**src/sv/rcm_pkg.sv**
```systemverilog
`timescale 1ns / 1ps
// rcm_pkg: shared types and constants of the RMS current meter.
// No dependencies; used by every module of the block.
package rcm_pkg;

    // Register file layout
    localparam int CFG_IDX_W  = 2;
    localparam int CFG_DATA_W = 16;

    localparam logic [CFG_IDX_W-1:0] CFG_MIDPOINT    = 2'd0;
    localparam logic [CFG_IDX_W-1:0] CFG_WINDOW      = 2'd1;
    localparam logic [CFG_IDX_W-1:0] CFG_GAIN        = 2'd2;
    localparam logic [CFG_IDX_W-1:0] CFG_NOISE_FLOOR = 2'd3;

    localparam int MID_W    = 12;
    localparam int WIN_W    = 13;
    localparam int GAIN_W   = 16;
    localparam int FLOOR_W  = 16;
    localparam int SAMPLE_W = 12;
    localparam int OUT_W    = 20;

    localparam logic [MID_W-1:0]   MID_RST   = 12'd2048;
    localparam logic [WIN_W-1:0]   WIN_RST   = 13'd1024;
    localparam logic [GAIN_W-1:0]  GAIN_RST  = 16'd20634;
    localparam logic [FLOOR_W-1:0] FLOOR_RST = 16'd50;

    localparam logic [OUT_W-1:0] OUT_MAX = 20'hFFFFF;

    // Mean square keeps 8 fraction bits; root x Q8 gain leaves 12
    localparam int MEAN_FRAC = 8;
    localparam int PROD_FRAC = 12;

    typedef struct packed {
        logic load;
        logic square;
        logic accum;
        logic div_init;
        logic div_step;
        logic sqrt_init;
        logic sqrt_step;
        logic mul;
        logic emit;
    } t_cmd;

    typedef struct packed {
        logic win_done;
        logic out_full;
    } t_stat;

endpackage

```
**src/sv/rcm_ctrl.sv**
```systemverilog
`timescale 1ns / 1ps
// rcm_ctrl: sequencer of the RMS current meter.
// Depends on rcm_pkg; drives the command struct of rcm_dp.
module rcm_ctrl #(
    parameter int DIV_STEPS  = 44,
    parameter int SQRT_STEPS = 22
) (
    input  logic          i_clk,
    input  logic          i_rst_n,
    input  logic          i_valid,
    output logic          o_stall,
    input  rcm_pkg::t_stat i_stat,
    output rcm_pkg::t_cmd  o_cmd
);
    import rcm_pkg::*;

    localparam int STEP_W = (DIV_STEPS > 1) ? $clog2(DIV_STEPS) : 1;

    typedef enum logic [2:0] {
        S_IDLE,
        S_SQUARE,
        S_ACCUM,
        S_DIV_INIT,
        S_DIV,
        S_SQRT_INIT,
        S_SQRT,
        S_MUL_EMIT
    } t_state;

    t_state            r_state;
    logic              r_busy;
    logic              r_mul_done;
    logic [STEP_W-1:0] r_step;

    assign o_stall = r_busy;

    always_comb begin
        o_cmd           = '0;
        case (r_state)
            S_IDLE:      o_cmd.load      = i_valid;
            S_SQUARE:    o_cmd.square    = 1'b1;
            S_ACCUM:     o_cmd.accum     = 1'b1;
            S_DIV_INIT:  o_cmd.div_init  = 1'b1;
            S_DIV:       o_cmd.div_step  = 1'b1;
            S_SQRT_INIT: o_cmd.sqrt_init = 1'b1;
            S_SQRT:      o_cmd.sqrt_step = 1'b1;
            S_MUL_EMIT: begin
                o_cmd.mul  = !r_mul_done;
                o_cmd.emit = r_mul_done && !i_stat.out_full;
            end
            default:     o_cmd           = '0;
        endcase
    end

    always_ff @(posedge i_clk) begin
        if (!i_rst_n) begin
            r_state    <= S_IDLE;
            r_busy     <= 1'b0;
            r_mul_done <= 1'b0;
            r_step     <= '0;
        end else begin
            case (r_state)
                S_IDLE: begin
                    if (i_valid) begin
                        r_state <= S_SQUARE;
                        r_busy  <= 1'b1;
                    end
                end
                S_SQUARE: r_state <= S_ACCUM;
                S_ACCUM: begin
                    if (i_stat.win_done) begin
                        r_state <= S_DIV_INIT;
                    end else begin
                        r_state <= S_IDLE;
                        r_busy  <= 1'b0;
                    end
                end
                S_DIV_INIT: begin
                    r_state <= S_DIV;
                    r_step  <= '0;
                end
                S_DIV: begin
                    if (r_step == STEP_W'(DIV_STEPS - 1)) begin
                        r_state <= S_SQRT_INIT;
                    end
                    r_step <= r_step + STEP_W'(1);
                end
                S_SQRT_INIT: begin
                    r_state <= S_SQRT;
                    r_step  <= '0;
                end
                S_SQRT: begin
                    if (r_step == STEP_W'(SQRT_STEPS - 1)) begin
                        r_state    <= S_MUL_EMIT;
                        r_mul_done <= 1'b0;
                    end
                    r_step <= r_step + STEP_W'(1);
                end
                S_MUL_EMIT: begin
                    // product first, then wait for the output register to free up
                    if (!r_mul_done) begin
                        r_mul_done <= 1'b1;
                    end else if (!i_stat.out_full) begin
                        r_state <= S_IDLE;
                        r_busy  <= 1'b0;
                    end
                end
                default: begin
                    r_state <= S_IDLE;
                    r_busy  <= 1'b0;
                end
            endcase
        end
    end

endmodule

```
**src/sv/rcm_dp.sv**
```systemverilog
`timescale 1ns / 1ps
// rcm_dp: datapath of the RMS current meter: config registers, square and
// accumulate, bit-serial divider and root, gain multiply, output register.
// Depends on rcm_pkg; sequenced by rcm_ctrl.
module rcm_dp #(
    parameter int ADC_BITS   = 12,
    parameter int MAX_WINDOW = 4096
) (
    input  logic                                 i_clk,
    input  logic                                 i_rst_n,
    input  logic                                 i_cfg_we,
    input  logic [rcm_pkg::CFG_IDX_W-1:0]        i_cfg_idx,
    input  logic [rcm_pkg::CFG_DATA_W-1:0]       i_cfg_data,
    input  logic [ADC_BITS-1:0]                  i_sample,
    input  rcm_pkg::t_cmd                        i_cmd,
    output rcm_pkg::t_stat                       o_stat,
    input  logic                                 i_stall,
    output logic                                 o_valid,
    output logic [rcm_pkg::OUT_W-1:0]            o_rms_ma,
    output logic                                 o_saturated
);
    import rcm_pkg::*;

    localparam int CW = $clog2(MAX_WINDOW + 1);              // sample count
    localparam int SW = 2 * ADC_BITS + $clog2(MAX_WINDOW);   // square sum
    localparam int DW = SW + MEAN_FRAC;                      // dividend / mean
    localparam int RW = (DW + 1) / 2;                        // root
    localparam int PW = RW + GAIN_W;                         // product
    localparam int MW = PW - PROD_FRAC;                      // whole mA
    localparam int EW = (MW > OUT_W) ? MW : OUT_W;

    // config
    logic [MID_W-1:0]   r_mid;
    logic [WIN_W-1:0]   r_win;
    logic [GAIN_W-1:0]  r_gain;
    logic [FLOOR_W-1:0] r_floor;

    // accumulation
    logic [ADC_BITS-1:0]   r_mag;
    logic [2*ADC_BITS-1:0] r_sq;
    logic [SW-1:0]         r_sum;
    logic [CW-1:0]         r_cnt;

    // divider, root, product
    logic [DW-1:0]   r_dvd;
    logic [CW-1:0]   r_dvs;
    logic [CW-1:0]   r_rem;
    logic [2*RW-1:0] r_rad;
    logic [RW-1:0]   r_root;
    logic [RW:0]     r_srem;
    logic [PW-1:0]   r_prod;

    // output register
    logic             r_out_valid;
    logic [OUT_W-1:0] r_out_ma;
    logic             r_out_sat;

    logic [ADC_BITS-1:0] samp;
    logic [ADC_BITS-1:0] mid;
    logic [ADC_BITS-1:0] mag;
    logic [CW-1:0]       n_eff;
    logic [CW-1:0]       cnt_inc;
    logic [CW:0]         div_trial;
    logic                div_ge;
    logic [RW+2:0]       sq_trial;
    logic [RW+2:0]       sq_sub;
    logic                sq_ge;
    logic [EW-1:0]       ma_ext;
    logic                sat;
    logic [OUT_W-1:0]    ma_clip;
    logic [OUT_W-1:0]    ma_out;

    always_comb begin
        samp = i_sample;
        mid  = ADC_BITS'(r_mid);
        mag  = (samp >= mid) ? (samp - mid) : (mid - samp);

        if (r_win == '0) begin
            n_eff = CW'(1);
        end else if (32'(r_win) > MAX_WINDOW) begin
            n_eff = CW'(MAX_WINDOW);
        end else begin
            n_eff = CW'(r_win);
        end
        cnt_inc = r_cnt + CW'(1);

        // restoring divide, one quotient bit per step
        div_trial = {r_rem, r_dvd[DW-1]};
        div_ge    = div_trial >= {1'b0, r_dvs};

        // digit-by-digit root, one root bit per step
        sq_trial = {r_srem, r_rad[2*RW-1 -: 2]};
        sq_sub   = (RW+3)'({r_root, 2'b01});
        sq_ge    = sq_trial >= sq_sub;

        // clip first, noise gate after
        ma_ext  = EW'(r_prod >> PROD_FRAC);
        sat     = ma_ext > EW'(OUT_MAX);
        ma_clip = sat ? OUT_MAX : OUT_W'(ma_ext);
        ma_out  = (ma_clip < OUT_W'(r_floor)) ? '0 : ma_clip;
    end

    assign o_stat.win_done = cnt_inc >= n_eff;
    assign o_stat.out_full = r_out_valid;

    always_ff @(posedge i_clk) begin
        if (!i_rst_n) begin
            r_mid       <= MID_RST;
            r_win       <= WIN_RST;
            r_gain      <= GAIN_RST;
            r_floor     <= FLOOR_RST;
            r_sum       <= '0;
            r_cnt       <= '0;
            r_out_valid <= 1'b0;
        end else begin
            if (i_cfg_we) begin
                case (i_cfg_idx)
                    CFG_MIDPOINT:    r_mid   <= i_cfg_data[MID_W-1:0];
                    CFG_WINDOW:      r_win   <= i_cfg_data[WIN_W-1:0];
                    CFG_GAIN:        r_gain  <= i_cfg_data[GAIN_W-1:0];
                    CFG_NOISE_FLOOR: r_floor <= i_cfg_data[FLOOR_W-1:0];
                    default:         r_mid   <= r_mid;
                endcase
            end
            if (i_cmd.accum) begin
                r_sum <= r_sum + SW'(r_sq);
                r_cnt <= cnt_inc;
            end else if (i_cmd.div_init) begin
                r_sum <= '0;
                r_cnt <= '0;
            end
            if (i_cmd.emit) begin
                r_out_valid <= 1'b1;
            end else if (r_out_valid && !i_stall) begin
                r_out_valid <= 1'b0;
            end
        end
    end

    always_ff @(posedge i_clk) begin
        if (i_cmd.load) begin
            r_mag <= mag;
        end
        if (i_cmd.square) begin
            r_sq <= r_mag * r_mag;
        end
        if (i_cmd.div_init) begin
            r_dvd <= {r_sum, {MEAN_FRAC{1'b0}}};
            r_dvs <= r_cnt;
            r_rem <= '0;
        end else if (i_cmd.div_step) begin
            r_rem <= div_ge ? CW'(div_trial - {1'b0, r_dvs}) : CW'(div_trial);
            r_dvd <= {r_dvd[DW-2:0], div_ge};
        end
        if (i_cmd.sqrt_init) begin
            r_rad  <= (2*RW)'(r_dvd);
            r_root <= '0;
            r_srem <= '0;
        end else if (i_cmd.sqrt_step) begin
            r_srem <= sq_ge ? (RW+1)'(sq_trial - sq_sub) : (RW+1)'(sq_trial);
            r_root <= {r_root[RW-2:0], sq_ge};
            r_rad  <= {r_rad[2*RW-3:0], 2'b00};
        end
        if (i_cmd.mul) begin
            r_prod <= r_root * r_gain;
        end
        if (i_cmd.emit) begin
            r_out_ma  <= ma_out;
            r_out_sat <= sat;
        end
    end

    assign o_valid     = r_out_valid;
    assign o_rms_ma    = r_out_ma;
    assign o_saturated = r_out_sat;

endmodule

```
**src/sv/rms_current_meter.sv**
```systemverilog
`timescale 1ns / 1ps
// rms_current_meter: sum-of-squares RMS meter. A sample passes the request
// accepted, square and accumulate states while the input stalls. Closing a
// window adds DW = 2*ADC_BITS+log2(MAX_WINDOW)+8 bit-serial divide steps and
// RW = (DW+1)/2 root steps, then the gain multiply and an emit that waits for
// a free output register. Reset is synchronous: registers take their
// defaults, the sum clears, no clearing pass.
module rms_current_meter #(
    parameter int ADC_BITS   = 12,
    parameter int MAX_WINDOW = 4096
) (
    input  logic                           i_clk,
    input  logic                           i_rst_n,
    input  logic                           i_cfg_we,
    input  logic [rcm_pkg::CFG_IDX_W-1:0]  i_cfg_idx,
    input  logic [rcm_pkg::CFG_DATA_W-1:0] i_cfg_data,
    input  logic                           i_valid,
    output logic                           o_stall,
    input  logic [ADC_BITS-1:0]            i_sample,
    output logic                           o_valid,
    input  logic                           i_stall,
    output logic [rcm_pkg::OUT_W-1:0]      o_rms_ma,
    output logic                           o_saturated
);
    import rcm_pkg::*;

    localparam int DW = 2 * ADC_BITS + $clog2(MAX_WINDOW) + MEAN_FRAC;
    localparam int RW = (DW + 1) / 2;

    t_cmd  cmd;
    t_stat stat;

    rcm_ctrl #(
        .DIV_STEPS  (DW),
        .SQRT_STEPS (RW)
    ) u_ctrl (
        .i_clk   (i_clk),
        .i_rst_n (i_rst_n),
        .i_valid (i_valid),
        .o_stall (o_stall),
        .i_stat  (stat),
        .o_cmd   (cmd)
    );

    rcm_dp #(
        .ADC_BITS   (ADC_BITS),
        .MAX_WINDOW (MAX_WINDOW)
    ) u_dp (
        .i_clk       (i_clk),
        .i_rst_n     (i_rst_n),
        .i_cfg_we    (i_cfg_we),
        .i_cfg_idx   (i_cfg_idx),
        .i_cfg_data  (i_cfg_data),
        .i_sample    (i_sample),
        .i_cmd       (cmd),
        .o_stat      (stat),
        .i_stall     (i_stall),
        .o_valid     (o_valid),
        .o_rms_ma    (o_rms_ma),
        .o_saturated (o_saturated)
    );

endmodule

```
**config.mk**
```make
export PLATFORM = sky130hd
export DESIGN_NAME = rms_current_meter
export DESIGN_NICKNAME = d
export VERILOG_FILES = /design/src/sv/rcm_pkg.sv /design/src/sv/rcm_ctrl.sv /design/src/sv/rcm_dp.sv /design/src/sv/rms_current_meter.sv
export SDC_FILE = /design/constraint.sdc
export NUM_CORES = 2
export LEC_CHECK = 0
export ABC_AREA = 1
export BUFFER_PORTS_ARGS = -buffer_cell sky130_fd_sc_hd__buf_2
export CELL_PAD_IN_SITES_DETAIL_PLACEMENT = 1
export CELL_PAD_IN_SITES_GLOBAL_PLACEMENT = 1
export CORE_ASPECT_RATIO = 0.75
export CORE_MARGIN = 3
export CORE_UTILIZATION = 45
export CTS_BUF_LIST = sky130_fd_sc_hd__clkbuf_4 sky130_fd_sc_hd__clkbuf_8 sky130_fd_sc_hd__clkbuf_16
export DETAILED_ROUTE_END_ITERATION = 12
export GPL_TIMING_DRIVEN = 0
export PLACE_DENSITY_LB_ADDON = 0.05
export SYNTH_ARGS = -nofsm -noshare
export SYNTH_HDL_FRONTEND = slang
export SYNTH_SLANG_ARGS = --single-unit
```
**constraint.sdc**
```tcl
create_clock -name i_clk -period 6.44 [get_ports i_clk]
set_input_delay 0.322 -clock i_clk [delete_from_list [all_inputs] [get_ports i_clk]]
set_output_delay 0.322 -clock i_clk [all_outputs]
set_load 0.005 [all_outputs]
```
* After elaboration in Yosys (flattened, before gate mapping)
Cells that the tools add are included.
Word-level totals: memory bits (writable) 0, memory bits (read-only) 0, bits in latches 0, memories kept 0, register bits after elaboration 372
Operators by class: multiply operators 2, bitwise logic cells 0, shift-type cells 0, muxes and demuxes 39, magnitude comparators 7, add/subtract/negate cells 7, reduce and logical (&&, ||, !) cells 24, divide/modulo/power cells 0, equality and inequality tests 18
Operators by type and width (number):
- $mux W44 | 4
- $mux W36 | 2
- $mux W13 | 5
- $mul A22 B16 Y38 | 1
- $add A36 B24 Y36 | 1
- $gt A26 B20 Y1 const B | 1
- $ge A25 B24 Y1 | 1
- $mul A12 B12 Y24 | 1
- $pmux W3 S8 | 1
- $sub A12 B12 Y12 | 2
- $mux W23 | 1
- $sub A23 B23 Y23 | 1
- $lt A20 B16 Y1 | 1
- $mux W20 | 1
- $mux W3 | 5
- $ge A14 B13 Y1 | 1
- $mux W1 | 14
- $add A13 B1 Y13 const B | 1
- $ge A13 B13 Y1 | 1
- $gt A13 B13 Y1 const B | 1
- $logic_not A13 Y1 | 1
- $sub A13 B13 Y13 | 1
- $eq A3 B3 Y1 const B | 4
- $ge A12 B12 Y1 | 1
- 23 further kinds | 44

* Depth between registers and ports, before layout
depth in word-level cells 6, mapped depth 29, gate-level depth less buffers 27

* Hierarchy
A second synthesis with hierarchy kept.
Unflattened totals: cell total of the unflattened synthesis 4647, area, all modules 35547.8 um^2
Modules (own cells, without submodules):
- rcm_dp | area an instance 34853.4 um^2, instances 1, seq. area each 8718.4 um^2, cells an instance 4536
- rcm_ctrl | area an instance 694.4 um^2, instances 1, seq. area each 220.2 um^2, cells an instance 111

* Worst setup path before layout
OpenSTA, ideal clock, no wires.
kind flip-flop to flip-flop, start register u_dp.r_root[17], end register u_dp.r_prod[32], data pin, cell stages (with the launch flop) 23, path slack 0.842 ns, clock period less this slack 5.598 ns, data required time 6.188 ns, data arrival time 5.345 ns, cell sequence dfxtp_1 > clkbuf_1 > clkbuf_1 > nand2_1 > fa_1 > inv_1 > fa_1 > inv_1 > fa_1 > inv_1 > fa_1 > fa_1 > inv_1 > fa_1 > inv_1 > ha_1 > a21o_1 > nor2_1 > nand2_1 > a211oi_1 > nand2_1 > nand2_1 > nand2_1
Between the ends: cells in the longest elaborated chain, start to end 1
Ends and longest elaborated chain:
- start: declaration | RTL line rcm_dp.sv:49 | logic [RW-1:0] r_root;
- start signal: assignment | RTL line rcm_dp.sv:161 | r_root <= {r_root[RW-2:0], sq_ge};
- $mul A22 B16 Y38 | RTL line rcm_dp.sv:165 | r_prod <= r_root * r_gain;
- end signal: assignment | RTL line rcm_dp.sv:165
- end: declaration | RTL line rcm_dp.sv:51 | logic [PW-1:0] r_prod;
Every way passes these cells. A chain may end at the register's enable or synchronous reset.

* Worst setup path in the final report
start register u_dp.r_root[21], end register u_dp.r_prod[35], data pin
Same word-level chain as after synthesis.

==> flow_summary.ini <==
[status]
status = completed

[routing]
firstDrtPassIters = 5
post_drt_wl_per_cell_um = 19.79
drc = 0
ant_nets = 0
vias_per_cell = 5.235
vias = 30700
wl_um = 116000
drtIter0Drc = 2116

[timing]
period_minus_slack_ns = 6.243
final.setup.tns_ns = 0
fin_crit_sh_pct = 96.95
tightestPinTransition_ns = 1.351
slew_headroom_pct = 9.919
fin_skew_ns = 0.04384
fmax_ghz = 0.1602
fin_ws_ns = 0.1967
setup_viol = 0
hold_viol_final = 0
rsz0062_at_grt = yes
drv_slew = 0

[yosys]
synth.largest_area_cell = fa_1
synth_xor_xnor_area_share_pct = 2.144
ys_ff_latch = 359
synth-edff-count = 175
synth_cell_types = 51
synth-main-ff-cell = dfxtp_1
synth.avg_cell_area_um2 = 7.547
synthArstFlopShare_pct = 0
synth_compound_area_share_pct = 9.032
synth_top_family_by_area = adder cells
synth_area_leaders = fa_1 (20%), edfxtp_1 (15%), nand2_1 (13%)
syn_area_um2 = 35550
synth_top_area_share_pct = 20.16
syn_nets = 5380
ys_top_cells_by_count = nand2_1 (1,241), inv_1 (1,047), fa_1 (358)
yosys-mux-area-fraction_pct = 0.03168
yosysSeqAreaShare_pct = 25.15
synth_warnings = 0
yosys.area_share.simple_pct = 20.47
synth_cells = 4710
synth_most_common_cell = nand2_1
synth_fa_ha_area_share_pct = 29.91

[worst_setup_path]
r2r.worst_path.cells = 20
cp-end-kind = flop
required_ns = 6.79
crit_chain = clkbuf_2 -> nand2_1 -> fa_1 -> inv_1 -> fa_1 -> fa_1 -> fa_1 -> fa_1 -> inv_1 -> fa_1 -> inv_1 -> ha_1 -> a21oi_1 -> o21ai_0 -> a21oi_2 -> o21ai_0 -> nor2_1 -> nand2_1 -> nand2_1 -> nand2_1
criticalPathCategory = flop to flop
startpoint_type = flop
crit_top_cell = fa_1
crit_path_max_incr_delay_ns = 0.64
worstPathArrival_ns = 6.59
cp_max_fo = 10
cpMaxStageDelayCell = dfxtp_1

[placement]
place_ws_ns = -0.4363
gp_congestion = 0.9157
placed_area_um2 = 37190
portBuffers = 56
place_hpwl_um = 95830

[floorplan]
dieArea_um2 = 82440
fp.coreArea_um2 = 77620
die_w_um = 330.5
row_count = 88
io_pins = 58
initial_core_util_pct = 45.79
dieHeight_um = 249.4

[cts]
root_buffer = clkbuf_16
numCtsBuffers = 42
worstSkewPairLatency_ns = 0.62
cts_tree = done
cts_hold_buf = 0
clk_pin_slew_ns = 0.07
cts_sinks = 359
h-tree-depth = 2
cts_buffer_depth = 3

[grt]
overflow = 0
grt_pass1_vias = 32040
grt_use_total_pct = 28.70
grt_first_pass_wirelength_um = 184100
grt_max_degree = 54
grt_antenna_before_repair = 8

[layout]
area_growth_pct = 8.965
fin_area_um2 = 38730
drive_gt1_share_pct = 5.697
nNetsFinal = 5463
multi_input_area_um2 = 21920
final-seq-area_um2 = 8966
fill_cells = 9765

[min_path]
hold_path_depth = 3
hold_class = primary input to flop

[job]
cap_violations = 0
==> cells by family (layout without fill, tap and decap cells) <==
group / Yosys count / after routing
AO/OA/AOI/OAI: 595 / 595
XOR/XNOR: 87 / 87
adder cells (fa/ha/maj): 635 / 635
buffers and inverters: 1232 / 1349
flip-flops: 359 / 359
multiplexers: 1 / 1
other: 0 / 3
AND/OR/NAND/NOR: 1801 / 1801
==> state kept, by name, summed over array words and instances (netlist names), 13 cells and up <==
signal and cells:
u_dp.r_dvs 13, u_dp.r_floor 16, u_dp.r_rem 13, u_dp.r_gain 16
u_dp.r_win 13, u_dp.o_rms_ma 20, u_dp.r_srem 23, u_dp.r_dvd 44
u_dp.r_root 22, u_dp.r_prod 26, u_dp.r_rad 44, u_dp.r_sum 36
u_dp.r_sq 23, u_dp.r_cnt 13
==> layout by cell type, fill, tap and decap left out, types with 64 or more instances in the layout <==
cell type  synthesis  layout
a21oi_1          253     252
clkbuf_1         136      64
dfxtp_1          184     162
ha_1             277     277
edfxtp_1         175     175
nor2_1           273     269
fa_1             358     358
nand3_1          160     160
inv_1           1047    1047
nand2_1         1241    1241
o21ai_0          205     205
buf_2             16      78
==> area by class of cell <==
type                    instances  area share [%]
plain buffers                 157           2.087
repair buffers                 60          0.8592
well taps                    1035           3.343
clock inverters                28          0.8011
diodes                          3         0.01938
clock buffers                  50           2.946
inverters                    1054           10.22
multi-input cells            3119           56.58
flip-flops and latches        359           23.15
==> per-stage QoR <==
step	util (%)	cells	hold slack [ns]
2_1_floorplan	-	4710	0.4305
3_3_place_gp	47.82	5801	0.4480
3_5_place_dp	47.90	5805	0.4485
4_1_cts	49.79	5874	0.01416
5_1_grt	49.89	5862	0.01403
6_report	49.90	5865	0.02392
==> metal layers <==
| metal | part of all wire (%) | track usage (%) | up-vias | wire length [um] |
|---|---|---|---|---|
| met5 | 0 | 0 | - | 0 |
| met4 | 1.4 | 3.978 | 0 | 1576 |
| met3 | 8.3 | 7.147 | 92 | 9622 |
| met2 | 40 | 41.07 | 750 | 46600 |
| met1 | 50 | 44.39 | 15200 | 58240 |
| li1 | - | - | 14660 | - |
==> critical path, delay by kind of cell, from the launching register on <==
| family | cells | cell delay (ns) |
|---|---|---|
| AND/OR/NAND/NOR | 5 | 0.49 |
| AO/OA/AOI/OAI | 4 | 0.74 |
| adder cells (fa/ha/maj) | 7 | 3.54 |
| buffers and inverters | 4 | 0.58 |
| flip-flops | 1 | 0.64 |
==> repair_timing <==
action,4_1_cts,5_1_grt
buffers inserted,0,0
resized for setup,37,111
cloned,0,0
endpoints found under the setup margin,18,22
==> path summary, 6_finish.rpt <==
check                                 startpoint          endpoint  slack, ns
worst min-delay path                     i_stall      u_dp.o_valid       0.02
worst min register to register  u_dp.r_floor[10]  u_dp.r_floor[10]       0.47
worst max register to register   u_dp.r_root[21]   u_dp.r_prod[35]       0.20
worst max-delay path             u_dp.r_root[21]   u_dp.r_prod[35]       0.20
Power is left out: the tool's default activity adds up to more than one toggle a clock period on the data nets, which glitch-free logic cannot reach.
